--- src/rtl/rlfd_pkg.sv ---
`timescale 1ns / 1ps
`default_nettype none

package rlfd_pkg;

   localparam int CH_COUNT   = 3;
   localparam int LEVEL_W    = 8;
   localparam int LEN_W      = 15;
   localparam int PROD_W     = LEVEL_W + LEN_W;
   localparam int DIVIDEND_W = PROD_W + 1;
   localparam int REM_W      = LEN_W + 1;
   localparam int STEP_W     = $clog2(LEVEL_W);

   typedef logic [LEVEL_W-1:0]    level_type;
   typedef logic [LEN_W-1:0]      len_type;
   typedef logic [PROD_W-1:0]     prod_type;
   typedef logic [DIVIDEND_W-1:0] dividend_type;

   localparam level_type FULL_SCALE = 8'd255;
   localparam len_type   LEN_MAX    = 15'h7FFF;

   localparam logic [2:0] OP_TICK      = 3'd0;
   localparam logic [2:0] OP_SET_ALL   = 3'd1;
   localparam logic [2:0] OP_SET_RED   = 3'd2;
   localparam logic [2:0] OP_SET_GREEN = 3'd3;
   localparam logic [2:0] OP_SET_BLUE  = 3'd4;
   localparam logic [2:0] OP_START     = 3'd5;
   localparam logic [2:0] OP_STOP      = 3'd6;

endpackage

`default_nettype wire

--- src/rtl/rlfd_divider.sv ---
`timescale 1ns / 1ps
`default_nettype none

// Restoring divider, one quotient bit per cycle. The caller guarantees that
// the quotient fits in LEVEL_W bits (dividend < divisor * 2**LEVEL_W).
module rlfd_divider
   import rlfd_pkg::*;
(
   input  wire logic         clock,
   input  wire logic         reset,
   input  wire logic         start,
   input  wire dividend_type dividend,
   input  wire len_type      divisor,
   output logic              done,
   output level_type         quotient
);

   logic              busy_ff, busy_in;
   logic              done_ff, done_in;
   logic [STEP_W-1:0] cnt_ff, cnt_in;
   logic [REM_W-1:0]  rem_ff, rem_in;
   level_type         quo_ff, quo_in;
   len_type           dsr_ff, dsr_in;

   logic [REM_W-1:0]  shifted;
   logic              geq;

   assign shifted = {rem_ff[REM_W-2:0], quo_ff[LEVEL_W-1]};
   assign geq     = shifted >= {1'b0, dsr_ff};

   always_comb begin
      busy_in = busy_ff;
      done_in = 1'b0;
      cnt_in  = cnt_ff;
      rem_in  = rem_ff;
      quo_in  = quo_ff;
      dsr_in  = dsr_ff;
      if (start) begin
         busy_in = 1'b1;
         cnt_in  = '0;
         // upper bits are already below the divisor
         rem_in  = dividend[DIVIDEND_W-1:LEVEL_W];
         quo_in  = dividend[LEVEL_W-1:0];
         dsr_in  = divisor;
      end else if (busy_ff) begin
         rem_in = geq ? (shifted - {1'b0, dsr_ff}) : shifted;
         quo_in = {quo_ff[LEVEL_W-2:0], geq};
         cnt_in = cnt_ff + 1'b1;
         if (cnt_ff == STEP_W'(LEVEL_W - 1)) begin
            busy_in = 1'b0;
            done_in = 1'b1;
         end
      end
   end

   always_ff @(posedge clock) begin
      if (reset) begin
         busy_ff <= 1'b0;
         done_ff <= 1'b0;
         cnt_ff  <= '0;
      end else begin
         busy_ff <= busy_in;
         done_ff <= done_in;
         cnt_ff  <= cnt_in;
      end
      rem_ff <= rem_in;
      quo_ff <= quo_in;
      dsr_ff <= dsr_in;
   end

   assign done     = done_ff;
   assign quotient = quo_ff;

endmodule

`default_nettype wire

--- src/rtl/rgb_led_fade_dimmer.sv ---
`timescale 1ns / 1ps
`default_nettype none

// Three-channel LED controller with linear fade and global dimming. Each
// request carries a command in req_tuser (tick, set all, set one channel,
// start fade, stop fade) and answers with one response holding the dimmed
// duties, the raw levels and the fade flag. A small sequencer runs every
// channel through one shared 8x15 multiplier and one 8-step restoring
// divider. A tick during a fade that does not reach its end interpolates
// and dims all three channels; every other command runs the dimming pass
// only. One request is in work at a time; the next is taken while the
// previous response waits on rsp_tready. The user must write brightness
// through the csr port only while the block is idle; the block itself does not enforce this.
module rgb_led_fade_dimmer
   import rlfd_pkg::*;
(
   input  wire logic        clock,
   input  wire logic        reset,

   input  wire logic        req_tvalid,
   output logic             req_tready,
   // red_value[7:0], green_value[15:8], blue_value[23:16], fade_length[38:24]
   input  wire logic [39:0] req_tdata,
   // opcode[2:0]
   input  wire logic [2:0]  req_tuser,

   output logic             rsp_tvalid,
   input  wire logic        rsp_tready,
   // red_duty[7:0], green_duty[15:8], blue_duty[23:16], red_level[31:24],
   // green_level[39:32], blue_level[47:40], fade_active[48]
   output logic [55:0]      rsp_tdata,

   input  wire logic        csr_valid,
   output logic             csr_ready,
   input  wire logic [7:0]  csr_data
);

   localparam logic [2:0] ST_IDLE = 3'd0;
   localparam logic [2:0] ST_MUL  = 3'd1;
   localparam logic [2:0] ST_LOAD = 3'd2;
   localparam logic [2:0] ST_DIV  = 3'd3;
   localparam logic [2:0] ST_DONE = 3'd4;

   logic [2:0]  state_ff, state_in;
   logic [1:0]  ch_ff, ch_in;
   logic        dim_ff, dim_in;
   logic        running_ff, running_in;
   logic        falling_ff, falling_in;
   logic        rsp_valid_ff, rsp_valid_in;
   level_type   brightness_ff, brightness_in;
   level_type   current_ff [CH_COUNT];
   level_type   current_in [CH_COUNT];
   level_type   start_ff   [CH_COUNT];
   level_type   start_in   [CH_COUNT];
   level_type   target_ff  [CH_COUNT];
   level_type   target_in  [CH_COUNT];
   level_type   duty_ff    [CH_COUNT];
   level_type   duty_in    [CH_COUNT];
   len_type     duration_ff, duration_in;
   len_type     elapsed_ff, elapsed_in;
   prod_type    product_ff, product_in;
   logic [55:0] rsp_data_ff, rsp_data_in;

   level_type    req_value [CH_COUNT];
   len_type      req_len;
   len_type      elapsed_next;
   level_type    cur_start, cur_target, diff, mul_a;
   len_type      mul_b;
   logic         fall_now;
   dividend_type div_dividend;
   len_type      div_divisor;
   logic         div_start, div_done;
   level_type    div_quotient;

   assign req_value[0] = req_tdata[7:0];
   assign req_value[1] = req_tdata[15:8];
   assign req_value[2] = req_tdata[23:16];
   assign req_len      = req_tdata[38:24];

   assign elapsed_next = (elapsed_ff == LEN_MAX) ? elapsed_ff : elapsed_ff + 1'b1;

   // shared multiplier operands: |target - start| * elapsed, or level * brightness
   assign cur_start  = start_ff[ch_ff];
   assign cur_target = target_ff[ch_ff];
   assign fall_now   = cur_target < cur_start;
   assign diff       = fall_now ? (cur_start - cur_target) : (cur_target - cur_start);
   assign mul_a      = dim_ff ? current_ff[ch_ff] : diff;
   assign mul_b      = dim_ff ? {{(LEN_W - LEVEL_W){1'b0}}, brightness_ff} : elapsed_ff;

   // falling levels round the step up so the level rounds toward minus infinity
   assign div_dividend = {1'b0, product_ff}
                       + ((falling_ff && !dim_ff)
                          ? {{(DIVIDEND_W - LEN_W){1'b0}}, duration_ff - 1'b1}
                          : '0);
   assign div_divisor  = dim_ff ? {{(LEN_W - LEVEL_W){1'b0}}, FULL_SCALE} : duration_ff;
   assign div_start    = (state_ff == ST_LOAD);

   rlfd_divider u_divider (
      .clock    (clock),
      .reset    (reset),
      .start    (div_start),
      .dividend (div_dividend),
      .divisor  (div_divisor),
      .done     (div_done),
      .quotient (div_quotient)
   );

   always_comb begin
      state_in      = state_ff;
      ch_in         = ch_ff;
      dim_in        = dim_ff;
      running_in    = running_ff;
      falling_in    = falling_ff;
      rsp_valid_in  = rsp_valid_ff;
      brightness_in = brightness_ff;
      current_in    = current_ff;
      start_in      = start_ff;
      target_in     = target_ff;
      duty_in       = duty_ff;
      duration_in   = duration_ff;
      elapsed_in    = elapsed_ff;
      product_in    = product_ff;
      rsp_data_in   = rsp_data_ff;

      if (csr_valid) begin
         brightness_in = csr_data;
      end
      if (rsp_valid_ff && rsp_tready) begin
         rsp_valid_in = 1'b0;
      end

      case (state_ff)
         ST_IDLE: begin
            if (req_tvalid) begin
               // by default go straight to the dimming pass
               dim_in   = 1'b1;
               ch_in    = 2'd0;
               state_in = ST_MUL;
               case (req_tuser)
                  OP_TICK: begin
                     if (running_ff) begin
                        elapsed_in = elapsed_next;
                        if (elapsed_next >= duration_ff) begin
                           current_in = target_ff;
                           running_in = 1'b0;
                        end else begin
                           dim_in = 1'b0;
                        end
                     end
                  end
                  OP_SET_ALL: begin
                     current_in = req_value;
                  end
                  OP_SET_RED: begin
                     current_in[0] = req_value[0];
                  end
                  OP_SET_GREEN: begin
                     current_in[1] = req_value[1];
                  end
                  OP_SET_BLUE: begin
                     current_in[2] = req_value[2];
                  end
                  OP_START: begin
                     start_in    = current_ff;
                     target_in   = req_value;
                     duration_in = req_len;
                     elapsed_in  = '0;
                     running_in  = 1'b1;
                  end
                  OP_STOP: begin
                     running_in = 1'b0;
                  end
                  default: begin
                  end
               endcase
            end
         end
         ST_MUL: begin
            product_in = {{LEN_W{1'b0}}, mul_a} * {{LEVEL_W{1'b0}}, mul_b};
            falling_in = fall_now;
            state_in   = ST_LOAD;
         end
         ST_LOAD: begin
            state_in = ST_DIV;
         end
         ST_DIV: begin
            if (div_done) begin
               if (dim_ff) begin
                  duty_in[ch_ff] = div_quotient;
               end else if (falling_ff) begin
                  current_in[ch_ff] = cur_start - div_quotient;
               end else begin
                  current_in[ch_ff] = cur_start + div_quotient;
               end
               if (ch_ff == 2'(CH_COUNT - 1)) begin
                  ch_in    = 2'd0;
                  dim_in   = 1'b1;
                  state_in = dim_ff ? ST_DONE : ST_MUL;
               end else begin
                  ch_in    = ch_ff + 1'b1;
                  state_in = ST_MUL;
               end
            end
         end
         ST_DONE: begin
            if (!rsp_valid_ff || rsp_tready) begin
               rsp_data_in  = {7'b0, running_ff,
                               current_ff[2], current_ff[1], current_ff[0],
                               duty_ff[2], duty_ff[1], duty_ff[0]};
               rsp_valid_in = 1'b1;
               state_in     = ST_IDLE;
            end
         end
         default: begin
            state_in = ST_IDLE;
         end
      endcase
   end

   always_ff @(posedge clock) begin
      if (reset) begin
         state_ff      <= ST_IDLE;
         ch_ff         <= 2'd0;
         dim_ff        <= 1'b0;
         running_ff    <= 1'b0;
         rsp_valid_ff  <= 1'b0;
         brightness_ff <= FULL_SCALE;
         current_ff    <= '{default: '0};
         start_ff      <= '{default: '0};
         target_ff     <= '{default: '0};
         duration_ff   <= '0;
         elapsed_ff    <= '0;
      end else begin
         state_ff      <= state_in;
         ch_ff         <= ch_in;
         dim_ff        <= dim_in;
         running_ff    <= running_in;
         rsp_valid_ff  <= rsp_valid_in;
         brightness_ff <= brightness_in;
         current_ff    <= current_in;
         start_ff      <= start_in;
         target_ff     <= target_in;
         duration_ff   <= duration_in;
         elapsed_ff    <= elapsed_in;
      end
      falling_ff  <= falling_in;
      duty_ff     <= duty_in;
      product_ff  <= product_in;
      rsp_data_ff <= rsp_data_in;
   end

   assign req_tready = (state_ff == ST_IDLE);
   assign rsp_tvalid = rsp_valid_ff;
   assign rsp_tdata  = rsp_data_ff;
   assign csr_ready  = 1'b1;

endmodule

`default_nettype wire
--- config.mk ---
export PLATFORM = sky130hd
export DESIGN_NAME = rgb_led_fade_dimmer
export DESIGN_NICKNAME = d
export VERILOG_FILES = /design/src/rtl/rlfd_pkg.sv /design/src/rtl/rlfd_divider.sv /design/src/rtl/rgb_led_fade_dimmer.sv
export SDC_FILE = /design/constraint.sdc
export NUM_CORES = 1
export LEC_CHECK = 0
export BUFFER_PORTS_ARGS = -buffer_cell sky130_fd_sc_hd__buf_4
export CAP_MARGIN = 0
export CORE_MARGIN = 2
export CORE_UTILIZATION = 55
export DETAILED_ROUTE_END_ITERATION = 8
export PLACE_DENSITY_LB_ADDON = 0.08
export SLEW_MARGIN = 10
export SYNTH_ARGS = -nofsm -noshare
export SYNTH_HDL_FRONTEND = slang
export SYNTH_SLANG_ARGS = --single-unit
--- constraint.sdc ---
create_clock -name clock -period 16.2 [get_ports clock]
set_clock_uncertainty 0.2 [all_clocks]
set_input_delay 1.62 -clock clock [delete_from_list [all_inputs] [get_ports clock]]
set_output_delay 1.62 -clock clock [all_outputs]
set_load 0.05 [all_outputs]
* After elaboration in Yosys (flattened, before gate mapping)
Index checks and enable logic that the tools add are counted.
Cells by class: $add $sub $neg 10, $mul 1, magnitude comparators 5, equal/unequal tests 24, muxes and demuxes 63, bitwise logic cells 2, reductions and logical operators 28
Operator list (count):
- 24-bit 2-to-1 mux | 6
- 15-bit 2-to-1 mux | 7
- 8-bit 2-to-1 mux | 11
- 24-bit bitwise mux | 3
- 8-bit binary-select mux with 2-bit select | 3
- 24-bit one-hot mux with 2 select lines | 1
- 8-bit one-hot mux with 2 select lines | 3
- 15-bit one-hot mux with 2 select lines | 1
- 8-bit subtractor | 3
- 23-bit by 15-bit adder with 23-bit output | 1
- 8-bit by 15-bit multiplier with 23-bit output | 1
- 7-bit AND reduction | 3
- 8-bit demux with 2-bit select | 1
- 16-bit by 15-bit greater-or-equal comparator with 1-bit output | 1
- 15-bit by 1-bit adder with 15-bit output, second input constant | 1
- 15-bit equality test, second input constant | 1
- 3-bit equality test, second input constant | 5
- 15-bit greater-or-equal comparator | 1
- 1-bit 2-to-1 mux | 15
- 3-bit 2-to-1 mux | 5
- 3-bit one-hot mux with 5 select lines | 1
- 3-bit AND reduction | 5
- 15-bit by 1-bit subtractor with 15-bit output, second input constant | 1
- 15-bit subtractor | 1
- 29 further kinds | 52
Word-level totals: flip-flop bits (word level) 258, bits of input ports 56, output and inout port bits 59, word-level logic and storage cells 162

* Longest topological paths before layout
Gate-level depths: netlist of run 1.
depth after elaboration 10, gate-level depth with buffers 34, depth with buffers taken out 30

* Cells and area by module
A second synthesis of run 1 with hierarchy kept.
Unflattened totals: cell total of the unflattened synthesis 2045, area total of the unflattened synthesis 18506.5 um2
By module, submodules not included:
- rgb_led_fade_dimmer | instances 1, cells an instance 1799, area each 15832.7 um2, sequential area each 5275.1 um2
- rlfd_divider | instances 1, cells an instance 246, area each 2673.8 um2, sequential area each 1241.2 um2

* Least setup slack after synthesis of run 1
No wires, ideal clock.
path kind flip-flop to flip-flop, start register ch_ff[0], end register product_ff[22] (data pin), library setup time 256 ps, arrival 8278 ps, setup slack 7466 ps, cell stages (with the launch flop) 31, buffers on the path 3, clock period less this slack 8734 ps, cell sequence dfxtp_1 buf_1 buf_2 buf_2 mux2i_1 nor2_1 a21oi_1 ha_1 inv_1 fa_1 a21o_1 nand3_1 a31oi_2 nor2_2 mux2i_1 mux2_2 or3_1 fa_1 fa_1 inv_1 fa_1 inv_1 fa_1 inv_1 ha_1 or3_2 o22a_4 and3_4 or4b_4 a2111o_1 o211a_1
On the way: cells in the longest elaborated chain, start to end 8
Ends and longest elaborated chain:
- start: declaration | RTL line rgb_led_fade_dimmer.sv:45 | logic [1:0] ch_ff, ch_in;
- start signal: assignment | RTL line rgb_led_fade_dimmer.sv:235 | ch_ff <= ch_in;
- 2-bit inverter with 3-bit output (not written as such) * | RTL line rgb_led_fade_dimmer.sv:83, rgb_led_fade_dimmer.sv:84
- 8-bit binary-select mux with 2-bit select, on equally long branches | RTL line rgb_led_fade_dimmer.sv:84, rgb_led_fade_dimmer.sv:83
- 8-bit 2-to-1 mux, on equally long branches (2 in series) | RTL line rgb_led_fade_dimmer.sv:84, rgb_led_fade_dimmer.sv:83
- 8-bit less-than comparator * | RTL line rgb_led_fade_dimmer.sv:85 | assign fall_now = cur_target < cur_start;
- named net fall_now | RTL line rgb_led_fade_dimmer.sv:69 | logic fall_now;
- 8-bit 2-to-1 mux * | RTL line rgb_led_fade_dimmer.sv:86 | assign diff = fall_now ? (cur_start - cur_target) : (cur_target - cur_start);
- 8-bit 2-to-1 mux * | RTL line rgb_led_fade_dimmer.sv:87 | assign mul_a = dim_ff ? current_ff[ch_ff] : diff;
- 8-bit by 15-bit multiplier with 23-bit output * | RTL line rgb_led_fade_dimmer.sv:179 | product_in = {{LEN_W{1'b0}}, mul_a} * {{LEVEL_W{1'b0}}, mul_b};
- end signal: assignment | RTL line rgb_led_fade_dimmer.sv:248 | product_ff <= product_in;
- end: declaration | RTL line rgb_led_fade_dimmer.sv:61 | prod_type product_ff, product_in;
The timed path passes the listed nets; every way through them passes the cells marked *. The select of a mux whose other input is x is not followed. A chain may end at the register's enable or synchronous reset.

* Final worst setup path of run 1
start register ch_ff[1], end register product_ff[22] (data pin)
On the way: cells in the longest elaborated chain, start to end 8
Ends and longest elaborated chain (RTL line):
- 2-bit inverter with 3-bit output (not written as such) * | rgb_led_fade_dimmer.sv:83, rgb_led_fade_dimmer.sv:84, rgb_led_fade_dimmer.sv:87
- 8-bit binary-select mux with 2-bit select, on equally long branches | rgb_led_fade_dimmer.sv:84, rgb_led_fade_dimmer.sv:83
- 8-bit 2-to-1 mux, on equally long branches (2 in series) | rgb_led_fade_dimmer.sv:84, rgb_led_fade_dimmer.sv:83
- 8-bit subtractor / 8-bit less-than comparator (equally long branches) | rgb_led_fade_dimmer.sv:86, rgb_led_fade_dimmer.sv:85
- 8-bit 2-to-1 mux | rgb_led_fade_dimmer.sv:86
- 8-bit 2-to-1 mux * | rgb_led_fade_dimmer.sv:87
- 8-bit by 15-bit multiplier with 23-bit output * | rgb_led_fade_dimmer.sv:179
Every way passes the cells marked *; elsewhere a longest branch is shown, timed or not. The select of a mux whose other input is x is not followed.

==> impl_results.md, run 1 <==
* Resized cells post-CTS at 0
* Unrepaired setup endpoints after global routing: false
* Die outline height at 185.5 um
* Post-CTS setup buffer count at 0
* Overflow left after global routing at 0
* Cell seen most often among critical-path stages: sky130_fd_sc_hd__fa_1
* CORE AREA at roughly 32000 um^2
* Via count at 14790
* Final number of setup-violating endpoints at 0
* Startpoint of the most critical register-to-register path: ch_ff[1]$_SDFFE_PP0P_
* Critical Path Start: ch_ff[1]$_SDFFE_PP0P_
* Arr. time, crit path at 9.97 ns
* Mean area per synthesized cell at 8.994 um^2
* Proportion of synthesized chip area in sequential cells at 35.95%
* First-pass iteration count of the detailed router at 5
* Max cap viols at 0
* Placer congestion estimate at 0.9094
* Remaining max-slew budget at the tightest pin at about 18%
* Buffers from clock root to sink, at most at 3
* Total length of routed wires at 46850 um
* Post-route setup TNS at 0 ns
* Number of nets with antenna violations after routing at 0
* Period Utilization, post-route at 60.89%
* Count of buffers from port buffering at 105
* Number of antenna violations at the first check in global routing at 0
* Share of cell area taken by muxes after synthesis at 4.577%
* H-tree Lvls at 1
* Net total in the final layout at around 2300
* Count of boundary I/O pins at 115
* Tightest hold margin at 0.2091 ns
* Global Route Usage Sum at 27.35%
* Clock-pin transition on the worst setup and hold timing paths at 0.07 ns
* Detailed router's first-iteration violation count at 1211
* Critical setup path kind: flip-flop to flip-flop
* Leading post-synthesis cells by cell area: sky130_fd_sc_hd__edfxtp_1 22%, sky130_fd_sc_hd__dfxtp_1 14%, sky130_fd_sc_hd__fa_1 9.3%, sky130_fd_sc_hd__ha_1 8.4%, sky130_fd_sc_hd__a21oi_1 5.4%
* R2r setup slk at 6.34 ns
* Destination of the worst register-to-register timing path: product_ff[22]$_DFFE_PP_
* Clock latency reported for the late side of the worst-skew pair at 0.59 ns
* Total clock sinks at 258
* Synthesized netlist cell count at 2015
* Summed instance area of the synthesized netlist at ~18000 um^2
* Final Slew Violations at 0
* EDFF count, synth at 135
* Crit path max-delay cell type: sky130_fd_sc_hd__nor3_2
* Wire length of the first global-routing pass at 73780 um
* Transition time at the pin with the least slew margin at 1.221 ns
* Critical path launch point type: flip-flop
* Crit. End Element: flip-flop
* Wirelength per Cell at 18.45 um
* TritonCTS clock tree: yes
* Final number of hold-violating endpoints at 0
* Required time of the critical path at 16.30 ns
* Layout cell share with drive strength beyond 1 at about a tenth
* Routed vias/inst at 5.822
* Post-synthesis sequential element count at 258
* P&R area growth vs syn at 11.90%
* CP Depth at 27
* Depth of the worst register-to-register path at 27
* Die width at between 150 and 200 um
* Post-Synth XOR/XNOR Area at 3.334%
* Power density normalized to cell area at 106.1 nW/um^2
* Die Area at 34420 um^2
* Adder-Cell Fraction of Synth Area at 17.70%
* TritonCTS buffer count at 30
* Combinational family with the most area after synthesis: simple AND/OR/NAND/NOR gates
* Unique masters post-synth at 84
* Synth warn at 0
* DP HPWL at 35030 um
* Worst setup path end: product_ff[22]$_DFFE_PP_
* Family of cells with the greatest summed delay on the critical path: simple AND/OR/NAND/NOR gates
* Initial cell density of the core at 55.84%
* P_leak at between 0.008 and 0.009 uW
* Fillers at 2789
* Number of global-route vias before repair at 13890
* Type of the most critical hold path: flip-flop to flip-flop
* Largest fanout of any net on the critical path at 31
* Minimum clock period after layout at 9.864 ns
* Maximum number of pins on one net before global-route repair at 95
* Hold-fix buffers at CTS at 0
* Diodes inserted at 0
* Async S/R FF share, synth at 0%
* Run status: finished clean
* Simple-gate portion of the synthesized area at 17.76%
* # rows at 66
* Share of the synthesized area in compound gates (AO/OA/AOI/OAI) at between 10 and 15%
* Count of buffering cells on the critical path with inverters included at 5
* Cell chosen for the clock root: sky130_fd_sc_hd__clkbuf_16
* DRC violations left at 0
* Fraction of synthesized cell area taken by the top area cell type at between 20% and 30%
* Predominant post-synthesis flop cell: sky130_fd_sc_hd__edfxtp_1
* Highest Clock Rate at between 100 and 150 MHz
* Library cell with the largest summed area after synthesis: sky130_fd_sc_hd__edfxtp_1
* Largest voltage drop on the vdd net at roughly 0.094 mV
* Delay of the slowest cell on the worst path at 0.88 ns
-- where the power goes --
part	total, uW	switching [uW]	internal [uW]
combinational	635	392	242
clock	720	288	432
sequential	797	41.8	755
-- Yosys cell counts, types with 8 or more instances --
cell / n
sky130_fd_sc_hd__nand3_1: 37
sky130_fd_sc_hd__buf_4: 8
sky130_fd_sc_hd__a21oi_1: 195
sky130_fd_sc_hd__o21a_1: 11
sky130_fd_sc_hd__nand4_1: 18
sky130_fd_sc_hd__xor2_1: 24
sky130_fd_sc_hd__mux2i_1: 75
sky130_fd_sc_hd__clkbuf_1: 70
sky130_fd_sc_hd__nand2b_1: 31
sky130_fd_sc_hd__inv_1: 169
sky130_fd_sc_hd__or3_1: 14
sky130_fd_sc_hd__nor2b_1: 36
sky130_fd_sc_hd__nand2_1: 224
sky130_fd_sc_hd__nor2_1: 192
sky130_fd_sc_hd__ha_1: 122
sky130_fd_sc_hd__o21ai_0: 77
sky130_fd_sc_hd__a211oi_1: 15
sky130_fd_sc_hd__a31oi_1: 11
sky130_fd_sc_hd__fa_1: 84
sky130_fd_sc_hd__or2_2: 12
sky130_fd_sc_hd__o22ai_1: 17
sky130_fd_sc_hd__nor3_1: 68
sky130_fd_sc_hd__a21o_1: 23
sky130_fd_sc_hd__buf_2: 13
sky130_fd_sc_hd__and3_1: 11
sky130_fd_sc_hd__and2_1: 8
sky130_fd_sc_hd__xnor2_1: 45
sky130_fd_sc_hd__a211o_1: 11
sky130_fd_sc_hd__buf_1: 10
sky130_fd_sc_hd__nor4_1: 8
sky130_fd_sc_hd__dfxtp_1: 123
sky130_fd_sc_hd__edfxtp_1: 135
-- routing by layer --
metal	GRT usage [%]	up-vias	wire length [um]
li1	-	7101	-
met1	40.66	7135	21870
met2	43.10	498	21140
met3	3.013	53	3019
met4	6.063	0	822
met5	0	-	0
-- sequential cells by signal (all words and copies together) (netlist names), 8 cells and up --
name,flops
brightness_ff,8
current_ff,24
duration_ff,15
duty_ff,24
elapsed_ff,15
product_ff,23
rsp_tdata,49
start_ff,24
target_ff,24
u_divider.dsr_ff,15
u_divider.quotient,8
u_divider.rem_ff,15
-- metrics by stage --
stage,cells,util (%),instance area [um^2],setup slack [ns],total power (uW)
5_1_grt,2540,62.49,20280,6.002,2257
6_report,2540,62.49,20280,6.336,2151
3_3_place_gp,2484,59.20,19210,6.283,1421
2_1_floorplan,2021,-,18150,7.466,1266
4_1_cts,2540,62.47,20270,6.109,2153
3_5_place_dp,2484,59.20,19210,6.184,1433
-- worst min-delay path by stage --
stage                                         end  slack, ns                  start  cells past startpoint
after CTS                 rsp_tdata[20]$_DFFE_PP_       0.19   duty_ff[4]$_DFFE_PP_                      0
after global placement    rsp_tdata[23]$_DFFE_PP_       0.20   duty_ff[7]$_DFFE_PP_                      0
after floorplan            rsp_tdata[0]$_DFFE_PP_       0.20  duty_ff[16]$_DFFE_PP_                      0
final                     rsp_tdata[20]$_DFFE_PP_       0.21   duty_ff[4]$_DFFE_PP_                      0
after global routing      rsp_tdata[19]$_DFFE_PP_       0.21   duty_ff[3]$_DFFE_PP_                      0
after detailed placement   rsp_tdata[0]$_DFFE_PP_       0.20  duty_ff[16]$_DFFE_PP_                      0
-- layout by cell type (no fill, tap or decap), types with 8 or more instances in the layout --
cell type	count
sky130_fd_sc_hd__nand2b_1	31
sky130_fd_sc_hd__fa_1	84
sky130_fd_sc_hd__o21a_1	11
sky130_fd_sc_hd__nor4_1	8
sky130_fd_sc_hd__xnor2_1	45
sky130_fd_sc_hd__nand3_1	37
sky130_fd_sc_hd__or3_1	13
sky130_fd_sc_hd__a21oi_1	195
sky130_fd_sc_hd__nand2_1	224
sky130_fd_sc_hd__nor2b_1	36
sky130_fd_sc_hd__nor2_1	190
sky130_fd_sc_hd__xor2_1	23
sky130_fd_sc_hd__a31oi_1	11
sky130_fd_sc_hd__inv_1	169
sky130_fd_sc_hd__edfxtp_1	135
sky130_fd_sc_hd__a211oi_1	15
sky130_fd_sc_hd__clkbuf_16	30
sky130_fd_sc_hd__nor3_1	68
sky130_fd_sc_hd__o22ai_1	17
sky130_fd_sc_hd__buf_4	122
sky130_fd_sc_hd__mux2i_1	75
sky130_fd_sc_hd__a211o_1	11
sky130_fd_sc_hd__a21o_1	23
sky130_fd_sc_hd__ha_1	122
sky130_fd_sc_hd__and3_1	11
sky130_fd_sc_hd__and2_1	8
sky130_fd_sc_hd__conb_1	8
sky130_fd_sc_hd__o21ai_0	77
sky130_fd_sc_hd__or2_2	12
sky130_fd_sc_hd__nand4_1	18
sky130_fd_sc_hd__dfxtp_1	123
-- layout make-up --
cell class              count  area, um^2  area share (%)
multi-input cells        1491       10590           52.23
clock buffers              35       789.5           3.893
well taps                 442       553.0           2.727
flip-flops and latches    258        6516           32.13
repair buffers            122       915.9           4.516
inverters                 171       641.9           3.165
clock inverters            21       271.5           1.339
-- worst reg2reg max path: stages (launching register included) --
cell and delay, ns:
sky130_fd_sc_hd__dfxtp_1 0.31, sky130_fd_sc_hd__buf_4 0.32, sky130_fd_sc_hd__nor2b_1 0.85, sky130_fd_sc_hd__buf_4 0.35
sky130_fd_sc_hd__a21oi_1 0.11, sky130_fd_sc_hd__inv_1 0.22, sky130_fd_sc_hd__ha_1 0.37, sky130_fd_sc_hd__and2_1 0.21
sky130_fd_sc_hd__a22oi_1 0.28, sky130_fd_sc_hd__a31oi_2 0.22, sky130_fd_sc_hd__or3_1 0.40, sky130_fd_sc_hd__and3b_1 0.19
sky130_fd_sc_hd__nor3_2 0.88, sky130_fd_sc_hd__nor3_1 0.21, sky130_fd_sc_hd__fa_1 0.51, sky130_fd_sc_hd__fa_1 0.54
sky130_fd_sc_hd__inv_1 0.05, sky130_fd_sc_hd__fa_1 0.46, sky130_fd_sc_hd__fa_1 0.54, sky130_fd_sc_hd__inv_1 0.04
sky130_fd_sc_hd__ha_1 0.34, sky130_fd_sc_hd__and2_1 0.18, sky130_fd_sc_hd__a311o_2 0.38, sky130_fd_sc_hd__o22a_4 0.25
sky130_fd_sc_hd__and3_4 0.18, sky130_fd_sc_hd__or4b_4 0.48, sky130_fd_sc_hd__a2111o_1 0.38, sky130_fd_sc_hd__o211a_1 0.14
-- logic make-up (layout without fill, tap and decap cells) --
group | Yosys count | in the layout
simple gates | 691 | 691
compound gates | 435 | 435
buf+inv | 272 | 349
flops | 258 | 258
fa+ha+maj | 206 | 206
mux | 82 | 82
xor+xnor | 69 | 69
other cells | 2 | 8
(Power assumes the default switching activity.)
==> run 2, diff against run 1 <==
==> constraint.sdc (replaced) <==
create_clock -name clock -period 8.26 [get_ports clock]
set_clock_uncertainty 0.2 [all_clocks]
set_input_delay 0.826 -clock clock [delete_from_list [all_inputs] [get_ports clock]]
set_output_delay 0.826 -clock clock [all_outputs]
set_load 0.05 [all_outputs]
==> impl_results.md, run 2 (same netlist as run 1, synthesis figures left out) <==
* Run status: finished clean
* Overflow left after global routing at 0
* Delay of the slowest cell on the worst path at 0.54 ns
* H-tree Lvls at 1
* Number of global-route vias before repair at 14220
* P&R area growth vs syn at 14.68%
* Final Slew Violations at 0
* Internal Dissipation at 2803 uW
* Proportion of total power due to net switching at 33.77%
* Sequential power share at 37.0%
* Number of instances in the placed design at 2514
* Clock-pin transition on the worst setup and hold timing paths at about 0.07 ns
* Cell seen most often among critical-path stages: sky130_fd_sc_hd__fa_1
* Worst setup slack after placement at -0.04861 ns
* # rows at 66
* Largest voltage drop on the vdd net at roughly 0.18 mV
* Crit path max-delay cell type: sky130_fd_sc_hd__fa_1
* Transition time at the pin with the least slew margin at 1.171 ns
* Count of buffering cells on the critical path with inverters included at 6
* CORE AREA at 32450 um^2
* Routed vias/inst at 5.767
* Family of cells with the greatest summed delay on the critical path: adder cells
* Met1 Routed Length at 21370 um
* TritonCTS clock tree: yes
* Met3 Wirelength at 3246 um
* Net total in the final layout at 2384
* Arr. time, crit path at 8.17 ns
* Period Utilization, post-route at between 90% and 100%
* First-pass iteration count of the detailed router at 5
* Total length of routed wires at 47940 um
* Final number of setup-violating endpoints at 0
* Buffers from clock root to sink, at most at 3
* Placer congestion estimate at 0.9063
* Most common cell after layout, fill and taps aside: sky130_fd_sc_hd__nand2_1
* Switching Power at 1429 uW
* Maximum number of pins on one net before global-route repair at 72
* PnR worst setup slack at between 0.2 and 0.25 ns
* Highest Clock Rate at 124.1 MHz
* Type of the most critical hold path: flip-flop to flip-flop
* Initial cell density of the core at 55.84%
* Die Area at 34420 um^2
* Count of buffers from port buffering at around 110
* Required time of the critical path at 8.38 ns
* Number of antenna violations at the first check in global routing at 0
* P_leak at 0.008762 uW
* TritonCTS buffer count at 29
* Clock network fraction of design power at between 30% and 40%
* Power share of the combinational group at 30.6%
* Detailed router's first-iteration violation count at 1157
* Power density normalized to cell area at between 200 and 250 nW/um^2
* Global Route Usage Sum at 27.63%
* Met2 wirelength from detailed routing at around 22000 um
* Final Non-Filler Cells at 2587
* Number of nets with antenna violations after routing at 0
* DP HPWL at 35930 um
* Total clock sinks at 258
* Cell chosen for the clock root: sky130_fd_sc_hd__clkbuf_16
* Critical path launch point type: flip-flop
* Fillers at around 2800
* Layout cell share with drive strength beyond 1 at 13.75%
* Wirelength per Cell at around 19 um
* Die width at 185.5 um
* Die outline height at 185.5 um
* Final number of hold-violating endpoints at 0
* Wire length of the first global-routing pass at 74910 um
* Largest fanout of any net on the critical path at 14
* Leading cell types in the layout, fill and taps excluded: 224 x sky130_fd_sc_hd__nand2_1, 190 x sky130_fd_sc_hd__nor2_1, 186 x sky130_fd_sc_hd__a21oi_1
* DRC violations left at 0
* Highest Signal Layer: met4
* Via count at 14920
* Largest register FFs at 49
* Critical setup path kind: flip-flop to flip-flop
* Max cap viols at 0
* Post-route setup TNS at 0 ns
* Diodes inserted at 0
* Count of boundary I/O pins at 115
* Remaining max-slew budget at the tightest pin at 21.79%
* Crit. End Element: flip-flop
* Clock latency reported for the late side of the worst-skew pair at 0.58 ns
* Minimum clock period after layout at 8.056 ns
run 2: cell count changes in the layout (fill, tap and decap cells not counted), sizes merged:
cell      delta
clkbuf       +2
bufinv       -1
inv          +3
clkinvlp     -1
buf         +48
clkinv       -4
run 2: repair_timing:
item	in CTS	in global routing
cloned	0	1
endpoints found under the hold margin	0	0
setup buffers	0	18
setup endpoints to repair	1	2
hold buffers	0	0
pin swaps	0	10
gates resized for setup	3	31
run 2: power groups by stage:
stage	clock network [uW]	logic, uW	registers (uW)
detailed placement	0	1250	1590
global route	1440	1430	1570
global placement	0	1230	1590
CTS	1390	1260	1560
floorplan	0	936	1550
finish	1370	1300	1570
run 2: path summary, 6_finish.rpt:
kind,start,end,slack [ns],depth (start not counted)
hold reg to reg,duty_ff[13]$_DFFE_PP_,rsp_tdata[13]$_DFFE_PP_,0.22,0
setup reg to reg,ch_ff[0]$_SDFFE_PP0P_,product_ff[22]$_DFFE_PP_,0.20,28
hold / removal,duty_ff[13]$_DFFE_PP_,rsp_tdata[13]$_DFFE_PP_,0.22,0
setup / recovery,ch_ff[0]$_SDFFE_PP0P_,product_ff[22]$_DFFE_PP_,0.20,28
run 2: area by class of cell:
type	instances	area (um^2)	area share [%]
Clock buffer	36	782.0	3.762
Clock inverter	18	241.5	1.162
Inverter	171	641.9	3.088
Multi-Input combinational cell	1491	10710	51.52
Sequential cell	258	6520	31.37
Tap cell	442	553.0	2.661
Timing Repair Buffer	171	1339	6.441
run 2: worst reg2reg max path: cells and delay by family, from the launching register on:
kind | cells | cell delay, ns
simple gates | 5 | 1.30
mux | 2 | 0.34
buf+inv | 6 | 0.72
flops | 1 | 0.44
compound gates | 8 | 1.99
fa+ha+maj | 6 | 2.62
xor+xnor | 1 | 0.18
run 2: metrics by stage:
stage	power [uW]	hold WS, ns	instance area (um^2)	util (%)
2_1_floorplan	2484	0.2003	18170	-
3_3_place_gp	2812	0.2008	19460	59.97
3_5_place_dp	2835	0.2045	19460	59.97
4_1_cts	4206	0.2193	20490	63.15
5_1_grt	4442	0.2232	20780	64.05
6_report	4232	0.2181	20780	64.05
run 2: per-layer routing:
metal,global-route usage (%),vias up
met5,0,-
met4,7.937,0
met3,4.344,81
met2,44.37,493
met1,38.76,7152
li1,-,7192
==> run 3, diff against run 2 <==
--- a/config.mk
+++ b/config.mk
@@ -7,8 +7,10 @@
 export LEC_CHECK = 0
 export BUFFER_PORTS_ARGS = -buffer_cell sky130_fd_sc_hd__buf_4
 export CAP_MARGIN = 0
+export CELL_PAD_IN_SITES_DETAIL_PLACEMENT = 0
+export CELL_PAD_IN_SITES_GLOBAL_PLACEMENT = 1
 export CORE_MARGIN = 2
-export CORE_UTILIZATION = 55
+export CORE_UTILIZATION = 48
 export DETAILED_ROUTE_END_ITERATION = 8
 export PLACE_DENSITY_LB_ADDON = 0.08
 export SLEW_MARGIN = 10
==> constraint.sdc (replaced) <==
create_clock -name clock -period 8.2 [get_ports clock]
set_clock_uncertainty 0.2 [all_clocks]
set_input_delay 0.82 -clock clock [delete_from_list [all_inputs] [get_ports clock]]
set_output_delay 0.82 -clock clock [all_outputs]
set_load 0.05 [all_outputs]
==> impl_results.md, run 3 (same netlist as run 1, synthesis figures left out) <==
* Worst setup slack after placement at -0.05595 ns
* Minimum clock period after layout at about 8.0 ns
* # rows at 71
* Run status: finished clean
* Clock-pin transition on the worst setup and hold timing paths at 0.07 ns
* Number of nets with antenna violations after routing at 0
* Number of global-route vias before repair at 14190
* Count of buffers from port buffering at approximately 110
* DRC violations left at 0
* Remaining max-slew budget at the tightest pin at 15.97%
* P_leak at 0.008896 uW
* Power density normalized to cell area at 204.6 nW/um^2
* Required time of the critical path at about 8.3 ns
* Delay of the slowest cell on the worst path at ~0.55 ns
* Area of placed instances at 19680 um^2
* Depth of the worst register-to-register path at 29
* Most common cell after layout, fill and taps aside: sky130_fd_sc_hd__nand2_1
* Overflow left after global routing at 0
* TritonCTS clock tree: yes
* TritonCTS buffer count at 30
* Period Utilization, post-route at 97.02%
* Clock latency reported for the late side of the worst-skew pair at 0.58 ns
* Largest fanout of any net on the critical path at 12
* Total length of routed wires at 50390 um
* Switching Power at roughly 1500 uW
* Buffers from clock root to sink, at most at 3
* Start point of the worst min-delay path: duty_ff[11]$_DFFE_PP_
* CORE AREA at 37400 um^2
* Crit. End Element: flip-flop
* Largest voltage drop on the vdd net at 0.1717 mV
* Final Non-Filler Cells at 2677
* Highest Clock Rate at 125.7 MHz
* Instance count along the most critical hold path at 0
* Placer congestion estimate at 0.8856
* Maximum number of pins on one net before global-route repair at 80
* PnR worst setup slack at 0.2447 ns
* Type of the most critical hold path: flip-flop to flip-flop
* P&R area growth vs syn at 16.53%
* Max cap viols at 0
* H-tree Lvls at 1
* Destination of the worst register-to-register timing path: product_ff[22]$_DFFE_PP_
* Critical setup path kind: flip-flop to flip-flop
* Layout cell share with drive strength beyond 1 at around 15%
* Die Area at roughly 39000 um^2
* Number of instances in the placed design at 2599
* Startpoint of the most critical register-to-register path: ch_ff[0]$_SDFFE_PP0P_
* Largest register FFs at 49
* Final number of hold-violating endpoints at 0
* Routed vias/inst at 5.538
* Total clock sinks at roughly 260
* Final number of setup-violating endpoints at 0
* Wire length of the first global-routing pass at just under 80000 um
* Final non-filler cell area at 21120 um^2
* Number of antenna violations at the first check in global routing at 0
* Count of boundary I/O pins at about 120
* Hold-fix buffers at CTS at 0
* First-pass iteration count of the detailed router at 5
* Detailed router's first-iteration violation count at 1025
* Sequential power share at about 37%
* R2r setup slk at 0.24 ns
* Transition time at the pin with the least slew margin at 1.258 ns
* Die width at 198.3 um
* Wirelength per Cell at between 15 and 20 um
* Die outline height at 198.3 um
* Arr. time, crit path at 8.07 ns
* Internal Dissipation at 2850 uW
* Global Route Usage Sum at 25.55%
* End point of the most critical hold path: rsp_tdata[11]$_DFFE_PP_
* Cell seen most often among critical-path stages: sky130_fd_sc_hd__fa_1
* Initial cell density of the core at around half
* Critical path launch point type: flip-flop
* Proportion of total power due to net switching at 34.06%
* Power share of the combinational group at 30.8%
* Critical Path Start: ch_ff[0]$_SDFFE_PP0P_
* Final Slew Violations at 0
* Via count at 14830
* Clock network fraction of design power at between 30 and 40%
* Net total in the final layout at 2403
* Leading cell types in the layout, fill and taps excluded: 224 x sky130_fd_sc_hd__nand2_1, 190 x sky130_fd_sc_hd__nor2_1, 185 x sky130_fd_sc_hd__a21oi_1
* Cell chosen for the clock root: sky130_fd_sc_hd__clkbuf_16
* Fillers at 3400
* Crit path max-delay cell type: sky130_fd_sc_hd__fa_1
* DP HPWL at 38070 um
-- run 3: worst max-delay path, delay by kind of cell, from the launching register on --
kind | cells | cell delay, ns
xor+xnor | 1 | 0.24
mux | 2 | 0.41
simple gates | 6 | 1.29
flops | 1 | 0.45
buf+inv | 8 | 1.08
compound gates | 6 | 1.30
fa+ha+maj | 6 | 2.70
-- run 3: through the flow --
stage / hold slack (ns) / util, % / TNS [ns] / total power (uW)
2_1_floorplan: 0.2003 / - / 0 / 2504
3_3_place_gp: 0.2028 / 52.63 / 0 / 2872
3_5_place_dp: 0.2045 / 52.63 / -0.05595 / 2886
6_report: 0.2168 / 56.47 / 0 / 4322
4_1_cts: 0.2187 / 55.54 / 0 / 4315
5_1_grt: 0.2266 / 56.46 / -0.05690 / 4556
-- run 3: per-layer routing --
| metal | global-route usage [%] | up-vias | share of wire (%) |
|---|---|---|---|
| met5 | 0 | - | 0 |
| met4 | 6.071 | 0 | 1.8 |
| met3 | 2.964 | 58 | 4.6 |
| met2 | 39.97 | 381 | 45 |
| met1 | 37.76 | 7148 | 49 |
| li1 | - | 7239 | - |
-- run 3: worst max-delay path by stage --
| stage | end | cells past startpoint |
|---|---|---|
| after global routing | product_ff[22]$_DFFE_PP_ | 32 |
| after CTS | product_ff[22]$_DFFE_PP_ | 29 |
| after floorplan | product_ff[22]$_DFFE_PP_ | 30 |
| final | product_ff[22]$_DFFE_PP_ | 29 |
| after detailed placement | product_ff[22]$_DFFE_PP_ | 30 |
| after global placement | product_ff[22]$_DFFE_PP_ | 27 |
-- run 3: what timing repair did --
| item | in CTS | in global routing |
|---|---|---|
| resized for setup | 4 | 49 |
| setup endpoints to repair | 1 | 3 |
| pin swaps | 0 | 22 |
| cloned | 0 | 1 |
| setup buffers | 2 | 17 |
-- run 3: layout make-up --
cell class | count | area (um^2) | area share, %
Sequential cell | 258 | 6520 | 30.87
Tap cell | 511 | 639.4 | 3.027
Inverter | 171 | 641.9 | 3.039
Clock buffer | 32 | 778.2 | 3.685
Clock inverter | 24 | 275.3 | 1.303
Antenna cell | 1 | 2.502 | 0.01185
Timing Repair Buffer | 189 | 1493 | 7.068
Multi-Input combinational cell | 1491 | 10770 | 50.99
-- run 3: power by group through the flow --
stage	combinational [uW]	clock [uW]	sequential, uW
6_report	1330	1410	1580
5_1_grt	1480	1490	1590
4_1_cts	1300	1440	1580
3_5_place_dp	1280	0	1600
3_3_place_gp	1270	0	1600
2_1_floorplan	945	0	1560
